<file path="config.mk">
export PLATFORM = sky130hd
export DESIGN_NAME = axhs_scale
export DESIGN_NICKNAME = d
export VERILOG_FILES = /design/src/sv/axis_homing_sequencer_defines.svh /design/src/sv/axhs_pkg.sv /design/src/sv/axhs_scale.sv
export SDC_FILE = /design/constraint.sdc
export NUM_CORES = 2
export LEC_CHECK = 0
export BUFFER_PORTS_ARGS = -buffer_cell sky130_fd_sc_hd__buf_4
export CAP_MARGIN = 5
export CORE_UTILIZATION = 45
export DETAILED_ROUTE_END_ITERATION = 16
export PLACE_DENSITY = 0.68
export REMOVE_ABC_BUFFERS = 1
export SYNTH_ARGS = -nofsm -noshare
export SYNTH_HDL_FRONTEND = slang
export SYNTH_SLANG_ARGS = --single-unit
</file>
<file path="constraint.sdc">
create_clock -name clock -period 14.4 [get_ports clock]
set_clock_uncertainty 0.15 [all_clocks]
set_input_delay 1.44 -clock clock [delete_from_list [all_inputs] [get_ports clock]]
set_output_delay 1.44 -clock clock [all_outputs]
set_load 0.1 [all_outputs]
</file>
<file path="src/sv/axis_homing_sequencer_defines.svh">
// ----------------------------------------------------------------------------
// Axis homing sequencer assertion macros
// Concurrent assertion wrappers that compile away when NO_ASSERTIONS is set.
// ----------------------------------------------------------------------------
`ifndef AXIS_HOMING_SEQUENCER_DEFINES_SVH
`define AXIS_HOMING_SEQUENCER_DEFINES_SVH
`ifndef NO_ASSERTIONS
// Clocked assertion that is switched off while reset is high.
`define AXHS_ASSERT(lbl, clk, rst, prop, msg) \
   lbl: assert property (@(posedge clk) disable iff (rst) prop) else $error(msg);
// Clocked assertion that is checked during reset as well.
`define AXHS_ASSERT_ALWAYS(lbl, clk, prop, msg) \
   lbl: assert property (@(posedge clk) prop) else $error(msg);
`else
`define AXHS_ASSERT(lbl, clk, rst, prop, msg)
`define AXHS_ASSERT_ALWAYS(lbl, clk, prop, msg)
`endif
`endif

</file>
<file path="src/sv/axhs_pkg.sv">
// ----------------------------------------------------------------------------
// Axis homing sequencer package
// Shared types, codes, constants and the homing method decode.
// ----------------------------------------------------------------------------
package axhs_pkg;

   localparam int unsigned ADDR_W      = 5;
   localparam int unsigned DATA_W      = 32;
   localparam int unsigned POS_W       = 48;
   localparam int unsigned MAG_W       = 31;
   localparam int unsigned PCT_W       = 8;
   localparam int unsigned PROD_W      = MAG_W + PCT_W;
   localparam int unsigned QUOT_W      = 33;
   localparam int unsigned RECIP_W     = 38;
   localparam int unsigned RECIP_SPLIT = 19;
   localparam int unsigned RECIP_SHIFT = 42;

   // ceil(2^42 / 25): exact floor division by 25 for numerators below 2^37.
   localparam logic [RECIP_W-1:0] RECIP_25 = 38'd175921860445;

   localparam logic [PCT_W-1:0] PCT_UNITY       = 8'd100;
   localparam logic [3:0]       MODE_DIRECT     = 4'd0;
   localparam logic [3:0]       MODE_DIRECT_ALT = 4'd15;
   localparam logic             ACTION_START    = 1'b0;

   typedef enum logic [2:0] {
      STEP_INIT     = 3'd0,
      STEP_SEARCH   = 3'd1,
      STEP_RETURN   = 3'd2,
      STEP_APPROACH = 3'd3,
      STEP_INDEX    = 3'd4,
      STEP_IDLE     = 3'd5
   } step_type;

   typedef enum logic [1:0] {
      KIND_SEARCH   = 2'd0,
      KIND_RETURN   = 2'd1,
      KIND_APPROACH = 2'd2,
      KIND_INDEX    = 2'd3
   } kind_type;

   typedef enum logic [1:0] {
      ERR_NONE  = 2'd0,
      ERR_SPEED = 2'd1,
      ERR_ACCEL = 2'd2
   } err_type;

   typedef enum logic [2:0] {
      REG_HOMING_MODE  = 3'd0,
      REG_SWITCH_BIT   = 3'd1,
      REG_INDEX_BIT    = 3'd2,
      REG_SEARCH_SPEED = 3'd3,
      REG_RETURN_SPEED = 3'd4,
      REG_ACCEL_LIMIT  = 3'd5,
      REG_JERK_LIMIT   = 3'd6
   } reg_type;

   typedef struct packed {
      logic [3:0]       homing_mode;
      logic [2:0]       switch_bit;
      logic [2:0]       index_bit;
      logic [MAG_W-1:0] search_speed;
      logic [MAG_W-1:0] return_speed;
      logic [MAG_W-1:0] accel_limit;
      logic [MAG_W-1:0] jerk_limit;
   } cfg_type;

   typedef struct packed {
      logic                    action;
      logic signed [POS_W-1:0] home_position;
      logic [7:0]              switch_byte;
      logic [7:0]              index_byte;
      logic signed [POS_W-1:0] actual_position;
      logic signed [POS_W-1:0] planner_position;
      logic                    planner_done;
      logic [PCT_W-1:0]        override_percent;
   } item_type;

   typedef struct packed {
      logic pol;
      logic sneg;
      logic rneg;
      logic soi;
      logic aft;
   } method_type;

   typedef struct packed {
      logic                  issue;
      kind_type              kind;
      logic                  neg;
      logic                  hold;
      logic                  done;
      err_type               err;
      logic signed [POS_W:0] diff;
   } dec_type;

   typedef struct packed {
      logic adv;
      logic load;
   } seq_ctrl_type;

   typedef struct packed {
      logic s1;
      logic s2;
      logic s3;
   } stage_en_type;

   function automatic method_type axhs_decode(input logic [3:0] m);
      method_type r;
      r.pol  = m inside {4'd1, 4'd3, 4'd5, 4'd7, 4'd9, 4'd11, 4'd13, 4'd14};
      r.sneg = m inside {4'd1, 4'd2, 4'd5, 4'd6, 4'd9, 4'd10, 4'd13};
      r.rneg = m inside {4'd3, 4'd4, 4'd7, 4'd8, 4'd9, 4'd10, 4'd14};
      r.soi  = !(m inside {4'd5, 4'd6, 4'd7, 4'd8});
      r.aft  = !(m inside {4'd9, 4'd10, 4'd11, 4'd12});
      return r;
   endfunction

endpackage

</file>
<file path="src/sv/axhs_scale.sv">
// ----------------------------------------------------------------------------
// Axis homing sequencer override scaler
// Three-stage floor(magnitude * percent / 100) using a split reciprocal.
// ----------------------------------------------------------------------------
module axhs_scale
   import axhs_pkg::*;
(
   input  logic              clock,
   input  stage_en_type      en,
   input  logic [MAG_W-1:0]  mag,
   input  logic [PCT_W-1:0]  pct,
   output logic [QUOT_W-1:0] quot
);

   localparam int unsigned Y_W   = PROD_W - 2;
   localparam int unsigned LO_W  = RECIP_SPLIT;
   localparam int unsigned PP_W  = Y_W + LO_W;
   localparam int unsigned SUM_W = Y_W + RECIP_W;

   logic [PROD_W-1:0] prod_ff;
   logic [PROD_W-1:0] prod_in;
   logic [PP_W-1:0]   hi_ff;
   logic [PP_W-1:0]   hi_in;
   logic [PP_W-1:0]   lo_ff;
   logic [PP_W-1:0]   lo_in;
   logic [QUOT_W-1:0] quot_ff;
   logic [QUOT_W-1:0] quot_in;
   logic [Y_W-1:0]    y;
   logic [SUM_W-1:0]  sum;

   // Dividing by 100 is a shift by two followed by an exact divide by 25.
   assign prod_in = PROD_W'(mag) * PROD_W'(pct);
   assign y       = prod_ff[PROD_W-1:2];
   assign hi_in   = PP_W'(y) * PP_W'(RECIP_25[RECIP_W-1:LO_W]);
   assign lo_in   = PP_W'(y) * PP_W'(RECIP_25[LO_W-1:0]);
   assign sum     = {hi_ff, {LO_W{1'b0}}} + SUM_W'(lo_ff);
   assign quot_in = sum[RECIP_SHIFT +: QUOT_W];

   always_ff @(posedge clock) begin
      if (en.s1) begin
         prod_ff <= prod_in;
      end
      if (en.s2) begin
         hi_ff <= hi_in;
         lo_ff <= lo_in;
      end
      if (en.s3) begin
         quot_ff <= quot_in;
      end
   end

   assign quot = quot_ff;

endmodule

</file>
== Yosys cells after proc, flatten, opt, wreduce, memory -nomap -nowiden ==
Index checks and enable logic that the tools add are counted.
Widths: inputs -> output; s select.
Word-level totals
  bits in registers: 180
  latch bits: 0
  RAM bits: 0
  bits in read-only memories: 0
  output and inout port bits: 33
  word-level logic and storage cells: 8
  memories: 0
Cells by class
  add/sub/neg operators: 1
  multipliers: 3
  div/mod/pow operators: 0
  $lt $le $gt $ge: 0
  equality and inequality tests: 0
  shift operators: 0
  multiplexer cells: 0
  bitwise logic cells: 0
  reductions and logical operators: 0
Operator list (count)
  $add 75x55->75: 1
  $mul 37x18->55 const B: 1
  $mul 37x16->53 const B: 1
  $mul 31x8->39: 1

== Logic depth before layout (Yosys ltp) ==
  depth in word-level cells: 1
  mapped depth: 22
  gate-level depth less buffers: 22

== Worst setup path after synthesis ==
Ideal clock, no wire load.
  path type: input -> register
  from: input pct[2]
  to: register prod_ff[38] (data pin)
  setup time: 0.260 ns
  arrival time: 5.806 ns
  slack: 8.184 ns
  cell stages on the path: 18
  path buffers: 2
  path through: clkbuf_1 -> and2_1 -> fa_1 -> inv_1 -> fa_1 -> inv_1 -> fa_1 -> fa_1 -> ha_1 -> clkbuf_1 -> a211oi_1 -> nor4b_2 -> a211oi_1 -> o2111ai_1 -> a31oi_1 -> a221o_1 -> a21oi_1 -> xnor2_1
On the way
  longest elaborated chain between the ends: 1
RTL lines
  from (decl): line axhs_scale.sv:11  | input logic [PCT_W-1:0] pct,
  $mul 31x8->39: line axhs_scale.sv:32  | assign prod_in = PROD_W'(mag) * PROD_W'(pct);
  net prod_in[38]: line axhs_scale.sv:21  | logic [PROD_W-1:0] prod_in;
  to (signal assigned): line axhs_scale.sv:41  | prod_ff <= prod_in;
  to (decl): line axhs_scale.sv:20  | logic [PROD_W-1:0] prod_ff;
The timed path passes the listed nets, and every way through them passes these cells.
A chain may end at the register's enable or synchronous reset.

== Worst setup path after layout ==
  from: register prod_ff[18]
  to: register hi_ff[54] (data pin)
On the way
  longest elaborated chain between the ends: 1
RTL lines
  $mul 37x16->53: line axhs_scale.sv:34  | assign hi_in = PP_W'(y) * PP_W'(RECIP_25[RECIP_W-1:LO_W]);
  net hi_in[54]: line axhs_scale.sv:23  | logic [PP_W-1:0] hi_in;
  to (signal assigned): line axhs_scale.sv:44  | hi_ff <= hi_in;
  to (decl): line axhs_scale.sv:22  | logic [PP_W-1:0] hi_ff;
The timed path passes the listed nets, and every way through them passes these cells.

==> metrics.txt <==
postcts setup bufs 0; Syn Area/Cell approximately 10 µm²; Reg2Reg Depth 20; commonest non-fill, non-tap cell in the layout inv_1; CP required 14.54 ns; Post-Synthesis Cells 3084; fraction of registers with async set/reset 0; Yosys warnings 0; Initial DRC Count 1210; Slowest cell on crit path edfxtp_1; routed wire length 71400 µm; sequential element share of the synthesized area 0.151; Setup-failing EPs final 0; Pre-antenna DRT Iters 5; most frequent cells in the layout inv_1 (835), fa_1 (573), ha_1 (389); Synth top area share 0.371; reg-to-reg setup timing slack 7.57 ns; diode count 0; worst r2r src prod_ff[18]$_DFFE_PP_; Layout Area Growth over Synthesis 6.62%; Unique masters post-synth 67; starting density of the core 0.457; Die H 264 µm; Post-synth EDFFs around 160; arrival time at the worst endpoint 6.96 ns; row cnt 95; crit-path max cell delay 0.59 ns; post-DR wirelength/cell 17.8 µm; initial antenna violation count 0; max_cap viols 0; Slew @ Worst Pin around 0.85 ns; setup ws final ~7.6 ns; DR vias between 20k and 25k; Max Root-Sink Buffers 2; Crit. End Element flop; status finished, final reports clean; Placer Congestion approximately 0.94; Worst Path Max Fanout 8; CTS HTree Levels 4; unrepaired setup endpoints after global routing no; critical path startpoint category flop; Max-slew headroom 0.433; Worst-path clk slew around 0.07 ns; All-Layer GR Usage 0.213; core area 67600 µm²; count of antenna-violating nets left after detailed routing 0; Place WS between 7 and 8 ns; CTS resizes 0; Hold Path Sink quot[13]$_DFFE_PP_; crit path kind flop to flop; Top Ports 76; Sum Neg Setup Slack 0 ns; vias in the first global route roughly 22k; root buf cell clkbuf_16; Tcrit/Tclk final 0.474; HP Start hi_ff[36]$_DFFE_PP_; share of layout cells above drive strength 1 0.0410; global-route wire length before repair 117000 µm; pin count of the biggest net entering global routing 68; clk_lat worst skew ~0.48 ns; Layout Nets 4138; hold_buf cts 0; Yosys reg bits 156; Die Wd between 200 and 300 µm; Period minus WS final roughly 6.8 ns; critical path cell sequence ha_1 -> fa_1 -> fa_1 -> inv_1 -> fa_1 -> inv_1 -> fa_1 -> inv_1 -> fa_1 -> inv_1 -> ha_1 -> a21o_1 -> nand2_1 -> a21oi_1 -> o41ai_1 -> a2bb2oi_1 -> nand2_1 -> a2111oi_2 -> nor2_1 -> a311oi_1; hold_ws 0.425 ns; Die ar. ~70000 µm²; CTS tree done; hold depth 1; Port-buffer cells 75; Syn Std Cell Area around 31000 µm²; post-DP HPWL about 62000 µm; CTS buffer count 17; Vias/cell between 5 and 6; clock sinks 156; Max Fclk about 150 MHz; area leader, netlist fa_1; RR Endpoint hi_ff[54]$_DFFE_PP_; Final Hold Fails 0; GR Overflow Total 0; fin. max-slew vios 0; most frequent CP cell fa_1; dominant synthesized flop cell edfxtp_1; DRC Markers 0; Hold WC Path Type flop to flop; top cells by area, synth fa_1 (37%), ha_1 (16%), edfxtp_1 (15%)
==> worst max-delay path, delay by kind of cell (launching register included) <==
kind / cells / cell delay (ns)
buffers and inverters: 4 / 0.23
AND/OR/NAND/NOR: 3 / 0.42
flip-flops: 1 / 0.59
adder cells (fa/ha/maj): 7 / 3.38
AO/OA/AOI/OAI: 6 / 1.87
==> worst max path at each step <==
| stage | endpoint | slack (ns) | cells after the start | from |
|---|---|---|---|---|
| finish | hi_ff[54]$_DFFE_PP_ | 7.57 | 20 | prod_ff[18]$_DFFE_PP_ |
| floorplan | hi_ff[32]$_DFFE_PP_ | 8.34 | 20 | prod_ff[12]$_DFFE_PP_ |
| global placement | prod_ff[37]$_DFFE_PP_ | 7.47 | 18 | pct[2] |
| CTS | hi_ff[54]$_DFFE_PP_ | 7.59 | 20 | prod_ff[18]$_DFFE_PP_ |
| detailed placement | prod_ff[37]$_DFFE_PP_ | 7.44 | 18 | pct[2] |
| global route | hi_ff[50]$_DFFE_PP_ | 7.25 | 19 | prod_ff[18]$_DFFE_PP_ |
==> cells in the mapped netlist (3+ instances only) <==
library cell,instances
or3_1,3
o21ai_1,7
xor2_1,49
o2111ai_1,4
o21bai_1,8
nor2b_1,11
clkbuf_1,45
xnor2_1,84
nand4_1,25
nand2_1,194
a21o_1,82
o21ai_0,65
o211ai_1,8
ha_1,389
and2_1,135
a211oi_1,22
a311oi_1,3
and3_1,23
a31oi_1,9
a21boi_0,8
nor2_1,69
a21oi_1,112
nand3_1,34
o31ai_1,6
nor3_1,25
a221o_1,4
a21oi_2,5
a2111oi_0,4
edfxtp_1,156
inv_1,835
fa_1,573
o22ai_1,8
a221oi_1,3
nor3b_1,3
a41oi_1,3
nand2b_1,13
o21a_1,14
or2_2,5
==> sequential cells by signal, summed over array words and instances, names as in the netlist <==
name,flops
hi_ff,52
prod_ff,37
lo_ff,34
quot,33
==> per-layer routing <==
metal  up-vias  GRT usage  part of all wire
met3        81     0.0257             0.052
met4         0     0.0563             0.021
li1       9762          -                 -
met1     10400      0.304              0.46
met5         -          0                 0
met2       549      0.343              0.47
==> metrics by stage <==
| step | instance area (µm²) | instances | utilization |
|---|---|---|---|
| floorplan | 30800 | 3038 | - |
| global placement | 32400 | 3987 | 0.479 |
| detailed placement | 32400 | 3987 | 0.479 |
| CTS | 33000 | 4018 | 0.488 |
| global route | 33000 | 4018 | 0.488 |
| finish | 33000 | 4018 | 0.488 |
==> final cells by class <==
type,instances,area [µm²]
Tap cell,873,1090
Timing Repair Buffer,76,571
Multi-Input combinational cell,2047,22900
Clock inverter,13,131
Fill cell,6178,34600
Sequential cell,156,4680
Inverter,835,3130
Clock buffer,18,429
==> kinds of logic after synthesis <==
family | count (synthesis) | share of synthesized area
AO/OA/AOI/OAI | 403 | 0.0867
AND/OR/NAND/NOR | 547 | 0.0884
buffers and inverters | 881 | 0.107
multiplexers | 2 | 0.000687
XOR/XNOR | 133 | 0.0377
adder cells (fa/ha/maj) | 962 | 0.528
flip-flops | 156 | 0.151
Power is left out: the tool's default activity adds up to more than one toggle a clock period on the data nets, which glitch-free logic cannot reach.
