[config.mk]
export PLATFORM = sky130hd
export DESIGN_NAME = axhs_seq
export DESIGN_NICKNAME = d
export VERILOG_FILES = /design/src/sv/axhs_pkg.sv /design/src/sv/axhs_seq.sv
export VERILOG_INCLUDE_DIRS = /design/src /design/src/sv
export SDC_FILE = /design/constraint.sdc
export NUM_CORES = 1
export LEC_CHECK = 0
export BUFFER_PORTS_ARGS = -buffer_cell sky130_fd_sc_hd__buf_2
export CAP_MARGIN = 40
export CELL_PAD_IN_SITES_DETAIL_PLACEMENT = 1
export CELL_PAD_IN_SITES_GLOBAL_PLACEMENT = 2
export CORE_UTILIZATION = 26
export CTS_CLUSTER_SIZE = 12
export DETAILED_ROUTE_END_ITERATION = 6
export PLACE_DENSITY_LB_ADDON = 0.1
export SYNTH_ARGS = -nofsm -noshare
export SYNTH_HDL_FRONTEND = slang
export SYNTH_SLANG_ARGS = --single-unit
[constraint.sdc]
create_clock -name clock -period 6.4 [get_ports clock]
set_input_delay 1.6 -clock clock [delete_from_list [all_inputs] [get_ports clock]]
set_output_delay 1.6 -clock clock [all_outputs]
set_load 0.01 [all_outputs]
[src/sv/axis_homing_sequencer_defines.svh]
// ----------------------------------------------------------------------------
// Axis homing sequencer assertion macros
// Concurrent assertion wrappers that compile away when NO_ASSERTIONS is set.
// ----------------------------------------------------------------------------
`ifndef AXIS_HOMING_SEQUENCER_DEFINES_SVH
`define AXIS_HOMING_SEQUENCER_DEFINES_SVH
`ifndef NO_ASSERTIONS
// Clocked assertion that is switched off while reset is high.
`define AXHS_ASSERT(lbl, clk, rst, prop, msg) \
   lbl: assert property (@(posedge clk) disable iff (rst) prop) else $error(msg);
// Clocked assertion that is checked during reset as well.
`define AXHS_ASSERT_ALWAYS(lbl, clk, prop, msg) \
   lbl: assert property (@(posedge clk) prop) else $error(msg);
`else
`define AXHS_ASSERT(lbl, clk, rst, prop, msg)
`define AXHS_ASSERT_ALWAYS(lbl, clk, prop, msg)
`endif
`endif

[src/sv/axhs_pkg.sv]
// ----------------------------------------------------------------------------
// Axis homing sequencer package
// Shared types, codes, constants and the homing method decode.
// ----------------------------------------------------------------------------
package axhs_pkg;

   localparam int unsigned ADDR_W      = 5;
   localparam int unsigned DATA_W      = 32;
   localparam int unsigned POS_W       = 48;
   localparam int unsigned MAG_W       = 31;
   localparam int unsigned PCT_W       = 8;
   localparam int unsigned PROD_W      = MAG_W + PCT_W;
   localparam int unsigned QUOT_W      = 33;
   localparam int unsigned RECIP_W     = 38;
   localparam int unsigned RECIP_SPLIT = 19;
   localparam int unsigned RECIP_SHIFT = 42;

   // ceil(2^42 / 25): exact floor division by 25 for numerators below 2^37.
   localparam logic [RECIP_W-1:0] RECIP_25 = 38'd175921860445;

   localparam logic [PCT_W-1:0] PCT_UNITY       = 8'd100;
   localparam logic [3:0]       MODE_DIRECT     = 4'd0;
   localparam logic [3:0]       MODE_DIRECT_ALT = 4'd15;
   localparam logic             ACTION_START    = 1'b0;

   typedef enum logic [2:0] {
      STEP_INIT     = 3'd0,
      STEP_SEARCH   = 3'd1,
      STEP_RETURN   = 3'd2,
      STEP_APPROACH = 3'd3,
      STEP_INDEX    = 3'd4,
      STEP_IDLE     = 3'd5
   } step_type;

   typedef enum logic [1:0] {
      KIND_SEARCH   = 2'd0,
      KIND_RETURN   = 2'd1,
      KIND_APPROACH = 2'd2,
      KIND_INDEX    = 2'd3
   } kind_type;

   typedef enum logic [1:0] {
      ERR_NONE  = 2'd0,
      ERR_SPEED = 2'd1,
      ERR_ACCEL = 2'd2
   } err_type;

   typedef enum logic [2:0] {
      REG_HOMING_MODE  = 3'd0,
      REG_SWITCH_BIT   = 3'd1,
      REG_INDEX_BIT    = 3'd2,
      REG_SEARCH_SPEED = 3'd3,
      REG_RETURN_SPEED = 3'd4,
      REG_ACCEL_LIMIT  = 3'd5,
      REG_JERK_LIMIT   = 3'd6
   } reg_type;

   typedef struct packed {
      logic [3:0]       homing_mode;
      logic [2:0]       switch_bit;
      logic [2:0]       index_bit;
      logic [MAG_W-1:0] search_speed;
      logic [MAG_W-1:0] return_speed;
      logic [MAG_W-1:0] accel_limit;
      logic [MAG_W-1:0] jerk_limit;
   } cfg_type;

   typedef struct packed {
      logic                    action;
      logic signed [POS_W-1:0] home_position;
      logic [7:0]              switch_byte;
      logic [7:0]              index_byte;
      logic signed [POS_W-1:0] actual_position;
      logic signed [POS_W-1:0] planner_position;
      logic                    planner_done;
      logic [PCT_W-1:0]        override_percent;
   } item_type;

   typedef struct packed {
      logic pol;
      logic sneg;
      logic rneg;
      logic soi;
      logic aft;
   } method_type;

   typedef struct packed {
      logic                  issue;
      kind_type              kind;
      logic                  neg;
      logic                  hold;
      logic                  done;
      err_type               err;
      logic signed [POS_W:0] diff;
   } dec_type;

   typedef struct packed {
      logic adv;
      logic load;
   } seq_ctrl_type;

   typedef struct packed {
      logic s1;
      logic s2;
      logic s3;
   } stage_en_type;

   function automatic method_type axhs_decode(input logic [3:0] m);
      method_type r;
      r.pol  = m inside {4'd1, 4'd3, 4'd5, 4'd7, 4'd9, 4'd11, 4'd13, 4'd14};
      r.sneg = m inside {4'd1, 4'd2, 4'd5, 4'd6, 4'd9, 4'd10, 4'd13};
      r.rneg = m inside {4'd3, 4'd4, 4'd7, 4'd8, 4'd9, 4'd10, 4'd14};
      r.soi  = !(m inside {4'd5, 4'd6, 4'd7, 4'd8});
      r.aft  = !(m inside {4'd9, 4'd10, 4'd11, 4'd12});
      return r;
   endfunction

endpackage

[src/sv/axhs_seq.sv]
// ----------------------------------------------------------------------------
// Axis homing sequencer step logic
// Homing state machine, position capture and plan decision for each item.
// ----------------------------------------------------------------------------
`include "axis_homing_sequencer_defines.svh"

module axhs_seq
   import axhs_pkg::*;
(
   input  logic         clock,
   input  logic         reset,
   input  seq_ctrl_type ctrl,
   input  cfg_type      cfg,
   input  item_type     item,
   output dec_type      dec
);

   step_type                step_ff;
   step_type                step_in;
   logic signed [POS_W-1:0] target_ff;
   logic signed [POS_W-1:0] target_in;
   logic signed [POS_W-1:0] captured_ff;
   logic signed [POS_W-1:0] captured_in;
   logic [PCT_W-1:0]        last_ff;
   logic [PCT_W-1:0]        last_in;
   logic                    snap_ff;
   logic                    snap_in;
   dec_type                 dec_ff;
   dec_type                 dec_in;

   method_type              mth;
   logic                    sw;
   logic                    idx;
   logic                    chg;
   logic                    plan;
   kind_type                plan_kind;
   logic                    plan_neg;
   logic                    fin;
   logic signed [POS_W-1:0] cap_sel;

   always_comb begin
      mth = axhs_decode(cfg.homing_mode);
      sw  = (item.switch_byte[cfg.switch_bit] == mth.pol);
      idx = item.index_byte[cfg.index_bit];
      chg = !snap_ff || (item.override_percent != last_ff);

      step_in     = step_ff;
      target_in   = target_ff;
      captured_in = captured_ff;
      last_in     = last_ff;
      snap_in     = snap_ff;
      dec_in      = '0;
      plan        = 1'b0;
      plan_kind   = KIND_SEARCH;
      plan_neg    = 1'b0;
      fin         = 1'b0;
      cap_sel     = captured_ff;

      if (item.action == ACTION_START) begin
         target_in   = item.home_position;
         captured_in = '0;
         step_in     = STEP_INIT;
         last_in     = PCT_UNITY;
         snap_in     = 1'b0;
      end else begin
         unique case (step_ff)
            STEP_INIT: begin
               if (cfg.homing_mode == MODE_DIRECT || cfg.homing_mode == MODE_DIRECT_ALT) begin
                  cap_sel     = item.actual_position;
                  captured_in = item.actual_position;
                  fin         = 1'b1;
               end else if (cfg.search_speed == '0 || cfg.return_speed == '0) begin
                  dec_in.err = ERR_SPEED;
                  step_in    = STEP_IDLE;
               end else if (cfg.accel_limit == '0) begin
                  dec_in.err = ERR_ACCEL;
                  step_in    = STEP_IDLE;
               end else begin
                  plan      = 1'b1;
                  plan_kind = KIND_SEARCH;
                  plan_neg  = mth.sneg;
                  step_in   = STEP_SEARCH;
               end
            end
            STEP_SEARCH: begin
               if (sw) begin
                  plan     = 1'b1;
                  plan_neg = mth.rneg;
                  if (mth.soi && !mth.aft) begin
                     plan_kind = KIND_INDEX;
                     step_in   = STEP_INDEX;
                  end else begin
                     plan_kind = KIND_RETURN;
                     step_in   = STEP_RETURN;
                  end
               end else if (chg) begin
                  plan      = 1'b1;
                  plan_kind = KIND_SEARCH;
                  plan_neg  = mth.sneg;
               end
            end
            STEP_RETURN: begin
               if (!sw) begin
                  plan     = 1'b1;
                  plan_neg = mth.rneg;
                  if (mth.soi) begin
                     plan_kind = KIND_INDEX;
                     step_in   = STEP_INDEX;
                  end else begin
                     captured_in = item.actual_position;
                     plan_kind   = KIND_APPROACH;
                     step_in     = STEP_APPROACH;
                  end
               end else if (chg) begin
                  plan      = 1'b1;
                  plan_kind = KIND_RETURN;
                  plan_neg  = mth.rneg;
               end
            end
            STEP_APPROACH: begin
               if (chg) begin
                  plan      = 1'b1;
                  plan_kind = KIND_APPROACH;
                  plan_neg  = mth.rneg;
               end
               if (item.planner_done) begin
                  fin = 1'b1;
               end
            end
            STEP_INDEX: begin
               if (idx) begin
                  cap_sel     = item.planner_position;
                  captured_in = item.planner_position;
                  dec_in.hold = 1'b1;
                  fin         = 1'b1;
               end else if (item.planner_done || chg) begin
                  plan      = 1'b1;
                  plan_kind = KIND_INDEX;
                  plan_neg  = mth.rneg;
               end
            end
            STEP_IDLE: begin
               step_in = STEP_IDLE;
            end
            default: begin
               step_in = STEP_IDLE;
            end
         endcase

         if (plan) begin
            dec_in.issue = 1'b1;
            dec_in.kind  = plan_kind;
            dec_in.neg   = plan_neg;
            last_in      = item.override_percent;
            snap_in      = 1'b1;
         end
         if (fin) begin
            step_in     = STEP_IDLE;
            dec_in.done = 1'b1;
            dec_in.diff = (POS_W + 1)'(target_ff) - (POS_W + 1)'(cap_sel);
         end
      end
   end

   always_ff @(posedge clock) begin
      if (reset) begin
         step_ff     <= STEP_INIT;
         target_ff   <= '0;
         captured_ff <= '0;
         last_ff     <= PCT_UNITY;
         snap_ff     <= 1'b0;
      end else if (ctrl.load) begin
         step_ff     <= step_in;
         target_ff   <= target_in;
         captured_ff <= captured_in;
         last_ff     <= last_in;
         snap_ff     <= snap_in;
      end
   end

   always_ff @(posedge clock) begin
      if (ctrl.adv) begin
         dec_ff <= dec_in;
      end
   end

   assign dec = dec_ff;

   `AXHS_ASSERT(a_start_init, clock, reset, ctrl.load && item.action == ACTION_START |=> step_ff == STEP_INIT && !snap_ff, "start item did not rearm the sequencer")
   `AXHS_ASSERT(a_end_idle, clock, reset, ctrl.load |=> !(dec_ff.done || dec_ff.err != ERR_NONE) || step_ff == STEP_IDLE, "completion or error left the sequencer active")
   `AXHS_ASSERT(a_plan_snap, clock, reset, ctrl.load |=> !dec_ff.issue || (snap_ff && last_ff == $past(item.override_percent)), "plan issued without override snapshot")

endmodule

# --- Word level (Yosys, flattened, before mapping) ---
# Cells that the tools add are included.
word_totals:
  ff_bits: 165
  in_bits: 308
  word_cells: 138
classes:
  n_addsub: 1
  magnitude_cmp: 2
  n_eq_ne: 29
  mux: 64
  bitwise_logic: 2
  reduce_logical: 27
ops:
  columns: ["operator", "n"]
  rows:
  - ["$mux 48", 6]
  - ["$pmux 48 s3", 1]
  - ["$pmux 48 s2", 1]
  - ["$logic_not 31->1", 3]
  - ["$sub 48x48->49", 1]
  - ["$eq 4x4->1 const B", 8]
  - ["$mux 1", 30]
  - ["$mux 3", 9]
  - ["$eq 4x3->1 const B", 4]
  - ["$mux 8", 2]
  - ["$mux 2", 7]
  - ["$reduce_bool 7->1", 2]
  - ["$ne 4x4->1 const B", 3]
  - ["$pmux 3 s4", 1]
  - ["$pmux 1 s5", 2]
  - ["$reduce_and 2->1", 5]
  - ["$eq 4x2->1 const B", 2]
  - ["$lt 3x4->1 const B", 2]
  - ["$ne 8x8->1", 1]
  - ["$pmux 2 s4", 1]
  - ["$reduce_bool 4->1", 2]
  - ["$reduce_bool 8->1", 1]
  - ["$bmux 1 s3", 2]
  - ["$eq 3x2->1 const B", 2]
  - ["other kinds (21)", 27]

# --- Depth between registers and ports, before layout ---
depth:
  ltp_word: 9
  ltp_mapped: 20
  depth_no_buf: 17

# --- Least setup slack after synthesis ---
# OpenSTA, ideal clock, no wires.
synth_path:
  path_kind: "input -> register"
  from: "input port cfg[124] (netlist bit)"
  to: "register dec_ff (netlist bit dec[44]), data pin"
  setup_time_ns: 0.135
  arrival_time_ns: 6.040
  slack_ns: 0.225
  path_stages: 20
  path_cell_list: "mux4_2 > mux2i_1 > and3_1 > clkbuf_1 > buf_2 > buf_1 > a22o_1 > a21oi_1 > o21ai_1 > ha_1 > inv_1 > fa_1 > a21o_1 > a311oi_1 > nor4_1 > o31a_1 > o31ai_1 > a211oi_1 > or4_1 > nand3_1"
synth_via:
  elab_chain_cells: 6
  elab_cells_between_ends: 10
synth_rtl:
  columns: ["element", "line", "text"]
  rows:
  - ["from (decl)", "axhs_seq.sv:13", "input cfg_type cfg,"]
  - ["$bmux 1 s3 *", "axhs_seq.sv:44", "idx = item.index_byte[cfg.index_bit];"]
  - ["$mux 1 (implied by the code) *", "axhs_seq.sv:44", null]
  - ["$mux 48 or $mux 1 (tied branches)", null, null]
  - ["$pmux 48 s2 or $pmux 1 s3 (tied branches)", "axhs_seq.sv:66", "unique case (step_ff)"]
  - ["$mux 48 or $mux 1 (tied branches)", "axhs_seq.sv:59", "if (item.action == ACTION_START) begin"]
  - ["$sub 48x48->49 or $reduce_and 2->1 (tied branches)", null, null]
  - ["to (signal assigned)", "axhs_seq.sv:183", "dec_ff <= dec_in;"]
  - ["to (decl)", "axhs_seq.sv:28", "dec_type dec_ff;"]
# Every way passes the cells marked *; elsewhere a longest branch is shown, timed or not. The select of a mux whose other input is x is not followed.
# A chain may end at the register's enable or synchronous reset.

# --- Worst setup path in the final report ---
layout_path:
  from: "input port cfg[124] (netlist bit)"
  to: "register dec_ff (netlist bit dec[36]), data pin"
# The elaborated chain is that of the path after synthesis.

==> results.sh <==
export IMPL_status="finished clean"
export IMPL_min_period_ns=5.810
export IMPL_reg2regPathDepth=19
export IMPL_fin_nets=2197
export IMPL_post_route_period_util_pct=90.78
export IMPL_drtIter0Drc=565
export IMPL_ctsHoldBuffers=0
export IMPL_post_cts_buffers=0
export IMPL_synth_cell_types=67
export IMPL_worst_pin_slew_ns=0.8508
export IMPL_setup_violations=0
export IMPL_max_freq_mhz=172.1
export IMPL_hpwlAfterDp_um=37820
export IMPL_antenna_found_initial=16
export IMPL_die_w_um=212.5
export IMPL_hold_depth=2
export IMPL_crit_path_end_kind="flip-flop"
export IMPL_row_count=76
export IMPL_final_antenna_net_count=0
export IMPL_routed_via_density=5.250
export IMPL_fin_tns_setup_ns=0
export IMPL_grt_pass1_vias=13010
export IMPL_slew_limit_headroom_pct=43.28
export IMPL_cts_tree="built"
export IMPL_firstDrtPassIters=4
export IMPL_slew_viol_final=0
export IMPL_nFillCells=5336
export IMPL_grt_max_degree=60
export IMPL_power_switching_uw=1236
export IMPL_synthCells=1451
export IMPL_drc=0
export IMPL_hp_start="target_ff[0]"
export IMPL_cp_startpoint="cfg[124]"
export IMPL_reg2reg_slack_ns=1.62
export IMPL_fin_total_pwr_uw=3601
export IMPL_max_cap_violations=0
export IMPL_start_kind="input pin"
export IMPL_overflow=0
export IMPL_vias=12840
export IMPL_wl_per_cell_um=20.44
export IMPL_cts_max_path_buffers=2
export IMPL_fp_coreArea_um2=43360
export IMPL_cts_resized=0
export IMPL_placed_area_um2=14730
export IMPL_p_clk_share_pct=33.1
export IMPL_min_path_type="flip-flop to flip-flop"
export IMPL_rsz0062_at_grt="no"
export IMPL_yosys_top_cells_area="dfxtp_1 19%, edfxtp_1 15%, a21oi_1 7.5%"
export IMPL_irDropWorstVdd_uv=148.9
export IMPL_avgSynthCellArea_um2=7.937
export IMPL_start_util_pct=26.56
export IMPL_ys_warn_count=0
export IMPL_cts_inserted_buffers=17
export IMPL_die_y_um=212.5
export IMPL_regArea_um2=3875
export IMPL_multiInputGateArea_um2=7193
export IMPL_async_flop_share_pct=0
export IMPL_post_synth_top_area_cell="dfxtp_1"
export IMPL_worstPathRequired_ns=6.62
export IMPL_swShare_pct=34.31
export IMPL_synth_fp_nets=1808
export IMPL_ys_ff_latch=165
export IMPL_pwr_share_seq_pct=32.3
export IMPL_area_growth_pct=33.74
export IMPL_finalClockSkew_ns=0.01568
export IMPL_clk_pin_slew_ns=0.07
export IMPL_pwr_share_comb_pct=34.5
export IMPL_wirelength_um=49990
export IMPL_p_int_uw=2365
export IMPL_cts_root_buf="clkbuf_16"
export IMPL_place_congestion=0.8719
export IMPL_htreeDepth=4
export IMPL_dieArea_um2=45140
export IMPL_power_leakage_uw=0.006653
export IMPL_syn_area_um2=11520
export IMPL_whs_endpoint="target_ff[0]"
export IMPL_fin_area_um2=15400
export IMPL_io_buffers=333
export IMPL_yosysTopAreaCellShare_pct=18.77
export IMPL_synth_edff_count=57
export IMPL_path_class="input pin to flip-flop"
export IMPL_clk_latency_ns=0.47
export IMPL_path_max_fanout=22
export IMPL_power_density_nw_per_um2=233.8
export IMPL_arrival_ns=6.03
export IMPL_rr_startpoint="step_ff[2]"
export IMPL_io_pins=365
export IMPL_grt_pass1_wl_um=75480
export IMPL_synth_top_flop_cell="dfxtp_1"
export IMPL_ys_seq_area_share_pct=33.64
export IMPL_grt_usage_pct=22.16
export IMPL_fin_ws_ns=0.5904
export IMPL_hold_violations=0
export IMPL_timing_rr_end="dec[36]"
export IMPL_dp_cells=2406
export IMPL_drive_above_1_share_pct=29.14
export IMPL_clkSinkCount=165
export IMPL_layoutNonFillerInstCount=2445
export IMPL_dp_slack_ns=0.06915
==> layout make-up <==
class                           instances  share of cell area [%]
Multi-Input combinational cell       1153                   46.71
Tap cell                              585                   4.753
Clock buffer                           17                   2.762
Clock inverter                         15                   1.462
Antenna cell                            7                  0.1137
Timing Repair Buffer                  483                   18.56
Inverter                               20                  0.4874
Sequential cell                       165                   25.16
==> cell usage after synthesis (4+ instances only) <==
cell,instances
a211oi_1,48
a21o_1,28
a21oi_1,172
a221o_1,49
a221oi_1,4
a22o_1,48
a22oi_1,42
a31oi_1,11
a32oi_1,4
and3_1,10
buf_1,11
buf_2,7
clkbuf_1,94
dfxtp_1,108
edfxtp_1,57
ha_1,48
inv_1,19
mux2i_1,8
mux4_2,4
nand2_1,209
nand2b_1,8
nand3_1,66
nand4_1,23
nor2_1,133
nor3_1,29
nor3b_1,12
nor4_1,25
o21a_1,14
o21ai_0,26
o21ai_1,14
o21bai_1,10
o31ai_1,6
xnor2_1,19
xor2_1,24
==> worst max-delay path, stage by stage <==
cell and delay, ns:
buf_2 0.11, mux4_2 0.49, mux2i_1 0.14, buf_4 0.17, and3_2 0.24, buf_12 0.19
a22o_1 0.18, a21oi_1 0.05, nor2_1 0.09, a21oi_1 0.07, ha_1 0.37, a21o_1 0.18
a311oi_1 0.11, buf_4 0.16, nor4_1 0.34, o31a_1 0.22, o31ai_1 0.08, buf_4 0.16
a2111oi_0 0.57, o21ai_0 0.17, nor3b_1 0.16, buf_4 0.17
==> power by group through the flow <==
stage	logic, uW	registers, uW	clock network [uW]
5_1_grt	1370	1170	1250
6_report	1240	1160	1190
3_3_place_gp	1240	1190	0
3_5_place_dp	1250	1190	0
4_1_cts	1260	1170	1230
2_1_floorplan	696	1190	0
==> kinds of logic (layout without fill, tap and decap cells) <==
family                     count (synthesis)  in the layout  synth area share, %
adders and majority gates                 49             49                5.389
AOI/OAI and AO/OA                        503            503                29.99
muxes                                     14             14                1.771
xor gates and xnor gates                  43             43                3.270
buffers and inverters                    133            535                4.444
and+or+nand+nor                          544            544                21.50
other                                      0              7                    0
DFF                                      165            165                33.64
==> per-stage QoR <==
stage / hold WS, ns / util [%]
floorplan: 0.4363 / -
global route: 0.4803 / 35.50
finish: 0.4584 / 35.52
CTS: 0.4594 / 35.48
global placement: 0.4470 / 33.88
detailed placement: 0.4489 / 33.98
==> worst max-delay path by stage <==
stage / endpoint / slack [ns] / cells after the start
final: dec[36] / 0.59 / 22
after global routing: dec[36] / 0.27 / 22
after CTS: dec[36] / 0.56 / 22
after detailed placement: dec[36] / 0.07 / 22
after global placement: dec[44] / 0.14 / 22
after floorplan: dec[44] / 0.23 / 20
==> metal layers <==
| metal | vias up | wire (um) | GRT usage (%) |
|---|---|---|---|
| li1 | 6236 | - | - |
| met1 | 6205 | 23470 | 29.65 |
| met2 | 319 | 22980 | 35.68 |
| met3 | 60 | 2387 | 4.505 |
| met4 | 16 | 1041 | 6.673 |
| met5 | - | 112 | 0 |
==> cells in the final DEF (no fill, tap or decap), drive strengths merged, types with 5 or more instances in the layout <==
master,netlist,final
buf,19,483
nand2,209,209
a21oi,172,172
nor2,133,133
dfxtp,108,108
nand3,66,66
edfxtp,57,57
a221o,49,49
a22o,48,48
a211oi,48,48
ha,48,48
a22oi,42,42
o21ai,40,40
nor3,29,29
a21o,28,28
nor4,25,25
xor2,24,24
inv,20,24
nand4,23,23
xnor2,19,19
clkbuf,94,17
o21a,14,14
nor3b,12,12
a31oi,11,11
o21bai,10,10
and3,10,10
mux2i,9,9
nand2b,8,8
diode,0,7
o31ai,7,7
bufinv,0,5
clkinv,0,5
==> registers in the layout (all words and copies together), names as in the netlist <==
register,cells
captured_ff,48
snap_ff,1
dec,57
step_ff,3
last_ff,8
target_ff,48
No activity file was read; power rests on OpenSTA's default activity.
