[src/sv/axis_homing_sequencer_defines.svh]
// ----------------------------------------------------------------------------
// Axis homing sequencer assertion macros
// Concurrent assertion wrappers that compile away when NO_ASSERTIONS is set.
// ----------------------------------------------------------------------------
`ifndef AXIS_HOMING_SEQUENCER_DEFINES_SVH
`define AXIS_HOMING_SEQUENCER_DEFINES_SVH
`ifndef NO_ASSERTIONS
// Clocked assertion that is switched off while reset is high.
`define AXHS_ASSERT(lbl, clk, rst, prop, msg) \
   lbl: assert property (@(posedge clk) disable iff (rst) prop) else $error(msg);
// Clocked assertion that is checked during reset as well.
`define AXHS_ASSERT_ALWAYS(lbl, clk, prop, msg) \
   lbl: assert property (@(posedge clk) prop) else $error(msg);
`else
`define AXHS_ASSERT(lbl, clk, rst, prop, msg)
`define AXHS_ASSERT_ALWAYS(lbl, clk, prop, msg)
`endif
`endif

[src/sv/axhs_pkg.sv]
// ----------------------------------------------------------------------------
// Axis homing sequencer package
// Shared types, codes, constants and the homing method decode.
// ----------------------------------------------------------------------------
package axhs_pkg;

   localparam int unsigned ADDR_W      = 5;
   localparam int unsigned DATA_W      = 32;
   localparam int unsigned POS_W       = 48;
   localparam int unsigned MAG_W       = 31;
   localparam int unsigned PCT_W       = 8;
   localparam int unsigned PROD_W      = MAG_W + PCT_W;
   localparam int unsigned QUOT_W      = 33;
   localparam int unsigned RECIP_W     = 38;
   localparam int unsigned RECIP_SPLIT = 19;
   localparam int unsigned RECIP_SHIFT = 42;

   // ceil(2^42 / 25): exact floor division by 25 for numerators below 2^37.
   localparam logic [RECIP_W-1:0] RECIP_25 = 38'd175921860445;

   localparam logic [PCT_W-1:0] PCT_UNITY       = 8'd100;
   localparam logic [3:0]       MODE_DIRECT     = 4'd0;
   localparam logic [3:0]       MODE_DIRECT_ALT = 4'd15;
   localparam logic             ACTION_START    = 1'b0;

   typedef enum logic [2:0] {
      STEP_INIT     = 3'd0,
      STEP_SEARCH   = 3'd1,
      STEP_RETURN   = 3'd2,
      STEP_APPROACH = 3'd3,
      STEP_INDEX    = 3'd4,
      STEP_IDLE     = 3'd5
   } step_type;

   typedef enum logic [1:0] {
      KIND_SEARCH   = 2'd0,
      KIND_RETURN   = 2'd1,
      KIND_APPROACH = 2'd2,
      KIND_INDEX    = 2'd3
   } kind_type;

   typedef enum logic [1:0] {
      ERR_NONE  = 2'd0,
      ERR_SPEED = 2'd1,
      ERR_ACCEL = 2'd2
   } err_type;

   typedef enum logic [2:0] {
      REG_HOMING_MODE  = 3'd0,
      REG_SWITCH_BIT   = 3'd1,
      REG_INDEX_BIT    = 3'd2,
      REG_SEARCH_SPEED = 3'd3,
      REG_RETURN_SPEED = 3'd4,
      REG_ACCEL_LIMIT  = 3'd5,
      REG_JERK_LIMIT   = 3'd6
   } reg_type;

   typedef struct packed {
      logic [3:0]       homing_mode;
      logic [2:0]       switch_bit;
      logic [2:0]       index_bit;
      logic [MAG_W-1:0] search_speed;
      logic [MAG_W-1:0] return_speed;
      logic [MAG_W-1:0] accel_limit;
      logic [MAG_W-1:0] jerk_limit;
   } cfg_type;

   typedef struct packed {
      logic                    action;
      logic signed [POS_W-1:0] home_position;
      logic [7:0]              switch_byte;
      logic [7:0]              index_byte;
      logic signed [POS_W-1:0] actual_position;
      logic signed [POS_W-1:0] planner_position;
      logic                    planner_done;
      logic [PCT_W-1:0]        override_percent;
   } item_type;

   typedef struct packed {
      logic pol;
      logic sneg;
      logic rneg;
      logic soi;
      logic aft;
   } method_type;

   typedef struct packed {
      logic                  issue;
      kind_type              kind;
      logic                  neg;
      logic                  hold;
      logic                  done;
      err_type               err;
      logic signed [POS_W:0] diff;
   } dec_type;

   typedef struct packed {
      logic adv;
      logic load;
   } seq_ctrl_type;

   typedef struct packed {
      logic s1;
      logic s2;
      logic s3;
   } stage_en_type;

   function automatic method_type axhs_decode(input logic [3:0] m);
      method_type r;
      r.pol  = m inside {4'd1, 4'd3, 4'd5, 4'd7, 4'd9, 4'd11, 4'd13, 4'd14};
      r.sneg = m inside {4'd1, 4'd2, 4'd5, 4'd6, 4'd9, 4'd10, 4'd13};
      r.rneg = m inside {4'd3, 4'd4, 4'd7, 4'd8, 4'd9, 4'd10, 4'd14};
      r.soi  = !(m inside {4'd5, 4'd6, 4'd7, 4'd8});
      r.aft  = !(m inside {4'd9, 4'd10, 4'd11, 4'd12});
      return r;
   endfunction

endpackage

[src/sv/axhs_csr.sv]
// ----------------------------------------------------------------------------
// Axis homing sequencer register file
// APB-style write and read access to the seven configuration registers.
// ----------------------------------------------------------------------------
module axhs_csr
   import axhs_pkg::*;
(
   input  logic              clock,
   input  logic              reset,
   input  logic              psel,
   input  logic              penable,
   input  logic              pwrite,
   input  logic [ADDR_W-1:0] paddr,
   input  logic [DATA_W-1:0] pwdata,
   output logic [DATA_W-1:0] prdata,
   output cfg_type           cfg
);

   cfg_type cfg_ff;
   cfg_type cfg_in;
   reg_type sel;

   assign sel = reg_type'(paddr[ADDR_W-1:2]);

   always_comb begin
      cfg_in = cfg_ff;
      if (psel && penable && pwrite) begin
         unique case (sel)
            REG_HOMING_MODE:  cfg_in.homing_mode  = pwdata[3:0];
            REG_SWITCH_BIT:   cfg_in.switch_bit   = pwdata[2:0];
            REG_INDEX_BIT:    cfg_in.index_bit    = pwdata[2:0];
            REG_SEARCH_SPEED: cfg_in.search_speed = pwdata[MAG_W-1:0];
            REG_RETURN_SPEED: cfg_in.return_speed = pwdata[MAG_W-1:0];
            REG_ACCEL_LIMIT:  cfg_in.accel_limit  = pwdata[MAG_W-1:0];
            REG_JERK_LIMIT:   cfg_in.jerk_limit   = pwdata[MAG_W-1:0];
            default:          cfg_in = cfg_ff;
         endcase
      end
   end

   always_comb begin
      unique case (sel)
         REG_HOMING_MODE:  prdata = DATA_W'(cfg_ff.homing_mode);
         REG_SWITCH_BIT:   prdata = DATA_W'(cfg_ff.switch_bit);
         REG_INDEX_BIT:    prdata = DATA_W'(cfg_ff.index_bit);
         REG_SEARCH_SPEED: prdata = DATA_W'(cfg_ff.search_speed);
         REG_RETURN_SPEED: prdata = DATA_W'(cfg_ff.return_speed);
         REG_ACCEL_LIMIT:  prdata = DATA_W'(cfg_ff.accel_limit);
         REG_JERK_LIMIT:   prdata = DATA_W'(cfg_ff.jerk_limit);
         default:          prdata = '0;
      endcase
   end

   always_ff @(posedge clock) begin
      if (reset) begin
         cfg_ff <= '0;
      end else begin
         cfg_ff <= cfg_in;
      end
   end

   assign cfg = cfg_ff;

endmodule

[config.mk]
export PLATFORM = sky130hd
export DESIGN_NAME = axhs_csr
export DESIGN_NICKNAME = d
export VERILOG_FILES = /design/src/sv/axis_homing_sequencer_defines.svh /design/src/sv/axhs_pkg.sv /design/src/sv/axhs_csr.sv
export SDC_FILE = /design/constraint.sdc
export NUM_CORES = 1
export LEC_CHECK = 0
export ABC_CLOCK_PERIOD_IN_PS = 2390
export BUFFER_PORTS_ARGS = -buffer_cell sky130_fd_sc_hd__buf_2
export CORE_UTILIZATION = 44
export DETAILED_ROUTE_END_ITERATION = 7
export MAX_ROUTING_LAYER = met4
export PLACE_DENSITY_LB_ADDON = 0.1
export SYNTH_ARGS = -nofsm -noshare
export SYNTH_HDL_FRONTEND = slang
export SYNTH_SLANG_ARGS = --single-unit
[constraint.sdc]
create_clock -name clock -period 2.39 [get_ports clock]
set_clock_uncertainty 0.1 [all_clocks]
set_input_delay 0.1195 -clock clock [delete_from_list [all_inputs] [get_ports clock]]
set_output_delay 0.1195 -clock clock [all_outputs]
set_load 0.03 [all_outputs]
Yosys cells after proc, flatten, opt, wreduce, memory -nomap -nowiden
Index checks and enable logic that the tools add are counted.
Widths: inputs -> output; s select.
- magnitude comparators: 0
- shift operators: 0
- multiplexer cells: 1
- multipliers: 0
- div/mod/pow operators: 0
- eq/ne operators: 6
- reduce and logical (&&, ||, !) cells: 10
- bitwise logic cells: 0
- add/subtract/negate cells: 0
- operators by type and width (cell ; count):
    $pmux 31 s7 ; 1
    $reduce_and 2->1 ; 7
    $eq 3x3->1 const B ; 3
    $eq 3x2->1 const B ; 2
    $eq 3x1->1 const B ; 1
    $logic_not 3->1 ; 1
    $logic_and 1x1->1 ; 2
- output and inout port bits: 166
- bits in latches: 0
- memories kept: 0
- bits in read-only memories: 0
- bits in writable memories: 0
- input bits: 42
- flip-flop bits (word level): 134
- logic and storage cells: 24

Longest topological paths before layout
Gate-level depths: netlist of run 1.
- word-level depth: 3
- gate-level depth with buffers: 6
- mapped depth without buffers: 3

Worst setup path after synthesis of run 1
No wires, ideal clock.
- path type: in2out
- start point: input paddr[3]
- end point: output prdata[10]
- setup slack: 0.877 ns
- required time: 2.171 ns
- arrival: 1.293 ns
- path buffers: 3
- stages on the path: 5
- cell sequence: buf_2 -> buf_4 -> clkbuf_4 -> mux2i_1 -> o211ai_1
- word-level cells in the longest chain between the ends: 2
- elaborated cells on any way between the ends: 8
- those cells by class: eq/ne: 6; mux: 1; reduce/logical: 1
- RTL lines (what ; RTL line ; RTL):
    start: declaration ; axhs_csr.sv:13 ; input logic [ADDR_W-1:0] paddr,
    $eq 3x3->1 (tied with other cells) ; axhs_csr.sv:42 ; unique case (sel)
    $pmux 31 s7 * ; axhs_csr.sv:42 ;
    end: declaration ; axhs_csr.sv:15 ; output logic [DATA_W-1:0] prdata,
Mark *: on every way between the ends. The rest lies on a longest branch, timed or not.

Worst setup path after layout of run 1
- start point: register cfg_ff (netlist bit cfg[124])
- end point: output prdata[0]
- word-level cells in the longest chain between the ends: 1
- RTL lines (what ; RTL line ; RTL):
    start: declaration ; axhs_csr.sv:19 ; cfg_type cfg_ff;
    start signal: assignment ; axhs_csr.sv:58 ; cfg_ff <= cfg_in;
    $pmux 31 s7 ; axhs_csr.sv:42 ;
Every way passes these cells.

==> results of run 1 <==
## how the worst max path moves through the flow
stage | startpoint | end | cells past startpoint
after floorplan | paddr[3] | prdata[10] | 5
after global placement | paddr[3] | prdata[0] | 5
after detailed placement | paddr[3] | prdata[0] | 5
after CTS | cfg[124] | prdata[0] | 3
after global routing | paddr[3] | prdata[0] | 5
final | cfg[124] | prdata[0] | 3
## power by group through the flow
stage,Clock [mW],Combinational [mW],Sequential [mW]
2_1_floorplan,0,0.214,2.34
3_3_place_gp,0,0.361,2.31
3_5_place_dp,0,0.367,2.31
4_1_cts,2.38,0.404,2.26
5_1_grt,2.48,0.430,2.27
6_report,2.32,0.403,2.26
## through the flow
stage	instances	hold WS [ns]	total power, mW	cell area (sq um)	utilization
2_1_floorplan	630	0.2403	2.557	6357	-
3_3_place_gp	980	0.3536	2.672	7505	0.5365
3_5_place_dp	980	0.3661	2.680	7505	0.5365
4_1_cts	1040	0.04540	5.049	8315	0.5945
5_1_grt	1041	0.07768	5.172	8318	0.5946
6_report	1041	0.04430	4.992	8318	0.5946
## layout by cell type (no fill, tap or decap), drive strengths merged
master       count
dfxtp          134
clkinvlp         3
o2bb2ai          1
clkinv           6
a21oi            1
inv              2
nand2           33
diode            1
and2             2
buf            221
dlygate4sd3     28
o21a             2
conb             1
and2b            1
o211ai          27
mux2i          165
mux4             3
o221ai           2
mux2             1
and4             1
a2bb2oi          1
and3b            1
clkbuf          23
a311oi           1
nor3b            1
nand3           28
nor2             1
and4b            1
nor2b            2
nand2b         167
## final cells by class
| class | instances | area share |
|---|---|---|
| multi-input cells | 443 | 0.4085 |
| clock buffers | 23 | 0.05746 |
| clock inverters | 9 | 0.006318 |
| well taps | 180 | 0.02708 |
| repair buffers | 249 | 0.1769 |
| diodes | 1 | 0.0003008 |
| flip-flops and latches | 134 | 0.3225 |
| inverters | 2 | 0.0009025 |
## per-layer routing
metal,wire [microns],global-route usage,share of wire
met1,7881,0.3006,0.43
met2,9015,0.4133,0.50
met3,982,0.05384,0.054
met4,261,0.1021,0.014
met5,0,-,0
## worst max-delay path, cell delays in order, from the launching register on
cell and delay (ns):
dfxtp_1 0.33, mux4_2 0.46, mux2_2 0.27, buf_2 0.17
## cell usage after synthesis, types with 3 or more instances
cell / count
buf_2: 10
buf_4: 13
buf_6: 3
clkbuf_1: 24
dfxtp_1: 134
mux2i_1: 165
mux4_2: 3
nand2_1: 32
nand2b_1: 167
nand3_1: 27
o211ai_1: 27
## logic make-up (layout without fill, tap and decap cells)
family | Yosys count | after routing
buffers and inverters | 53 | 283
flip-flops | 134 | 134
AND/OR/NAND/NOR | 238 | 238
multiplexers | 169 | 169
AO/OA/AOI/OAI | 35 | 35
other | 1 | 2
==> flow_summary.json, run 1 <==
{
  "core_area_sq_mm": 0.01399,
  "arrival_ns": 1.64,
  "hold_class": "input pin to register",
  "worstHoldStart": "pwdata[0]",
  "clk_path_buf_depth": 2,
  "yosysSeqAreaShare": 0.4220,
  "critical_path_class": "register to output pin",
  "cts_resized": 0,
  "p_int_mw": 3.818,
  "synth_top_family_by_area": "multiplexers",
  "rr_startpoint": "cfg[0]",
  "grt_pass1_vias": 5264,
  "place_congestion": 0.8200,
  "syn-num-nets": 672,
  "n_fill_cell": 1220,
  "worst_hold_path.endpoint": "cfg[31]",
  "async_flop_share": 0,
  "dp_slack_ns": 0.5150,
  "critPathCaptureType": "output pin",
  "antenna_found_initial": 1,
  "rows": 43,
  "setup_viol": 0,
  "drc": 0,
  "cts.sinks": 134,
  "synthDistinctLibCells": 31,
  "vias_per_cell": 5.154,
  "ant_nets": 0,
  "powerDensity_mw_per_mm2": 600.1,
  "leakagePower_nw": 4.258,
  "post_synth_instance_area_sq_mm": 0.006357,
  "ir_drop_v": 0.0004318,
  "die_area_sq_mm": 0.01493,
  "synth_ff_type": "dfxtp_1",
  "cp-start-kind": "register",
  "synth_cells": 630,
  "synth_top_area_cell": "dfxtp_1",
  "cts_buffers": 17,
  "fin_crit_sh": 0.7795,
  "synth_top_area_share": 0.4220,
  "final_nets": 889,
  "synth_edf_count": 0,
  "dr.pass1.iters": 5,
  "grt_max_degree": 92,
  "portBuffers": 203,
  "largest_reg_flops": 134,
  "finalHoldViolCount": 0,
  "yosys.area_share.simple": 0.2183,
  "synth_fa_ha_area_frac": 0,
  "p_sw_mw": 1.174,
  "setup_tns_ns": 0,
  "cts_htree_levels": 4,
  "die_w_microns": 122.2,
  "multi_input_area_sq_mm": 0.003398,
  "status": "complete, no violations",
  "p_sw_frac": 0.2351,
  "synthXorXnorAreaFrac": 0,
  "worst_hold_path.num_cells": 3,
  "post_cts_buffers": 0,
  "ff2ff_setup_slack_ns": 1.63,
  "drv_cap": 0,
  "synth_mux_area_frac": 0.2722,
  "required_ns": 2.17,
  "clkTransAtPathRegs_ns": 0.05,
  "synthTopCellsByArea": "dfxtp_1 42%, mux2i_1 26%, nand2b_1 16%, o211ai_1 3.2%, nand3_1 2.1%",
  "grtUsageTotal": 0.2527,
  "ioPinCount": 208,
  "syn2layout_area_growth_pct": 30.84,
  "dp_hpwl_microns": 12160,
  "clkLatencyLatePin_ns": 0.41,
  "yosys_register_bits": 134,
  "power_frac_clock": 0.466,
  "setup_slack_ns": 0.5270,
  "die_h_microns": 122.2,
  "grt_overflow": 0,
  "cts_root_buffer": "clkbuf_16",
  "p_seq_frac": 0.454,
  "cts_tree": "built",
  "regArea_sq_mm": 0.002683,
  "num_vias": 5365,
  "p_comb_frac": 0.081,
  "max_clock_freq_mhz": 536.8,
  "wl_per_cell_microns": 17.43,
  "grt_pass1_wl_microns": 27790,
  "rsz0062_at_grt": "false",
  "rr_worst_depth": 2,
  "final_layout_size_suffix_gt1_frac": 0.3000,
  "hold_buffers": 28,
  "worstPathMaxFanout": 3,
  "rr_endpoint": "cfg[0]",
  "drv_slew": 0,
  "synth_warnings": 0,
  "syn_avg_cell_area_sq_um": 10.09,
  "finalWirelength_microns": 18140,
  "synth-compound-area-share": 0.04192,
  "drtIter0Drc": 201,
  "start_util": 0.4545,
  "period_minus_slack_ns": 1.863
}
No activity file was read; power rests on OpenSTA's default activity.
==> run 2, diff against run 1 <==
--- a/config.mk
+++ b/config.mk
@@ -5,7 +5,7 @@
 export SDC_FILE = /design/constraint.sdc
 export NUM_CORES = 1
 export LEC_CHECK = 0
-export ABC_CLOCK_PERIOD_IN_PS = 2390
+export ABC_CLOCK_PERIOD_IN_PS = 1600
 export BUFFER_PORTS_ARGS = -buffer_cell sky130_fd_sc_hd__buf_2
 export CORE_UTILIZATION = 44
 export DETAILED_ROUTE_END_ITERATION = 7
==> constraint.sdc (replaced) <==
create_clock -name clock -period 1.6 [get_ports clock]
set_clock_uncertainty 0.1 [all_clocks]
set_input_delay 0.08 -clock clock [delete_from_list [all_inputs] [get_ports clock]]
set_output_delay 0.08 -clock clock [all_outputs]
set_load 0.03 [all_outputs]
==> run 2 against run 1 <==
Against the previous run: the flow now finishes with violations (negative setup slack); utilization up 2.0 points; routed wire length increased by 1.8%; via count increased by 1.3%; clock power up 78%; global-route usage grew 0.45 points; setup slack got worse by 0.72 ns.
==> flow_summary.json, run 2 (same netlist as run 1, synthesis figures left out) <==
{
  "final_common_cell": "buf_2",
  "vias_per_cell": 5.170,
  "grt_pass1_wl_microns": 28190,
  "drtIter0Drc": 263,
  "grt_max_degree": 87,
  "n_antenna_cell": 0,
  "n_fill_cell": 1160,
  "finalHoldViolCount": 0,
  "grt_pass1_vias": 5383,
  "final_nets": 900,
  "clkLatencyLatePin_ns": 0.42,
  "cts_tree": "built",
  "drv_slew": 0,
  "clkTransAtPathRegs_ns": 0.06,
  "fin_area_sq_mm": 0.008603,
  "critPathCaptureType": "output pin",
  "clk_path_buf_depth": 2,
  "final_util": 0.6150,
  "p_int_mw": 6.337,
  "place_inst": 985,
  "power_frac_clock": 0.507,
  "die_h_microns": 122.2,
  "arrival_ns": 1.61,
  "setup_viol": 3,
  "cts_buffers": 17,
  "leakagePower_nw": 4.389,
  "top_usage_layer": "met2",
  "max_clock_freq_mhz": 557.2,
  "num_vias": 5434,
  "p_sw_mw": 1.792,
  "use_met1": 0.3102,
  "cp-start-kind": "register",
  "grt_overflow": 0,
  "status": "complete, but fails checks",
  "core_area_sq_mm": 0.01399,
  "die_area_sq_mm": 0.01493,
  "cts_root_buffer": "clkbuf_16",
  "p_seq_frac": 0.416,
  "dp_hpwl_microns": 12360,
  "dr.pass1.iters": 5,
  "ant_nets": 0,
  "rows": 43,
  "largest_reg_flops": 134,
  "setup_slack_ns": -0.1946,
  "drc": 0,
  "antenna_found_initial": 0,
  "finalWirelength_microns": 18460,
  "portBuffers": 203,
  "required_ns": 1.42,
  "place_area_sq_mm": 0.007605,
  "hold_class": "input pin to register",
  "grtUsageTotal": 0.2572,
  "use_met3": 0.05852,
  "powerDensity_mw_per_mm2": 944.9,
  "start_util": 0.4545,
  "wl_per_cell_microns": 17.57,
  "p_sw_frac": 0.2204,
  "ioPinCount": 208,
  "die_w_microns": 122.2,
  "violations": "negative setup slack",
  "p_comb_frac": 0.077,
  "drv_cap": 0,
  "syn2layout_area_growth_pct": 35.33,
  "cts.sinks": 134,
  "period_minus_slack_ns": 1.795,
  "setup_tns_ns": -0.3843,
  "ir_drop_v": 0.0008458,
  "rsz0062_at_grt": "true",
  "place_congestion": 0.8524,
  "critical_path_class": "register to output pin",
  "globalRouteMet2Util": 0.4105,
  "stdcell_count": 1051,
  "final_cell_mix": "198 x buf_2, 167 x nand2b_1, 165 x mux2i_1",
  "final_layout_size_suffix_gt1_frac": 0.3226,
  "cts_htree_levels": 4,
  "worstPathMaxFanout": 2,
  "fin_crit_sh": 1.122
}
-- run 2: changes by cell type in the layout (fill, tap and decap cells not counted), sizes merged --
cell      before  now
clkinvlp       3    2
bufinv         0    3
clkbuf        23   26
buf          221  231
clkinv         6    2
diode          1    0
-- run 2: what timing repair did --
item                                    in CTS  in global routing
gates cloned                                 0                  0
hold endpoints to repair                   113                  0
gates resized for setup                     16                  3
hold buffers                                28                  0
buffers inserted                             6                  0
endpoints found under the setup margin       3                  4
pin swaps                                    1                  2
-- run 2: final timing paths --
kind | slack [ns] | startpoint | end | depth (start not counted)
max | -0.19 | cfg[93] | prdata[0] | 3
min | 0.007 | pwdata[0] | cfg[127] | 3
max reg2reg | 0.78 | cfg[75] | cfg[75] | 2
min reg2reg | 0.39 | cfg[91] | cfg[91] | 2
-- run 2: worst max-delay path: stages (launching register included) --
cell and delay, ns:
dfxtp_2 0.31, mux4_2 0.46, mux2_4 0.29, buf_6 0.14
-- run 2: cell type report --
cell class                 instances  area [sq um]  area share
multi-input combinational        443          3407      0.3960
sequential                       134          2695      0.3133
timing repair buffer             260          1638      0.1904
clock buffer                      25         515.5     0.05992
tap                              180         225.2     0.02618
clock inverter                     7         115.1     0.01338
inverter                           2         7.507   0.0008726
-- run 2: power by group through the flow --
stage               Clock (mW)  Combinational [mW]  Sequential (mW)
detailed placement           0               0.563             3.45
CTS                       4.17               0.623             3.38
global placement             0               0.552             3.45
floorplan                    0               0.320             3.50
global route              4.31               0.664             3.38
finish                    4.12               0.627             3.38
-- run 2: stage by stage --
stage / power (mW) / hold slack [ns] / worst slack, ns
CTS: 8.176 / 0.0001522 / -0.2089
detailed placement: 4.018 / 0.3237 / 0.04895
global placement: 4.006 / 0.3104 / 0.08930
finish: 8.129 / 0.007015 / -0.1946
floorplan: 3.820 / 0.2008 / 0.1379
global route: 8.362 / 0.04060 / -0.2472
-- run 2: routing by layer --
metal | vias to the layer above | part of all wire
met3 | 40 | 0.051
met5 | - | 0
li1 | 2610 | -
met2 | 176 | 0.48
met1 | 2608 | 0.45
met4 | 0 | 0.025
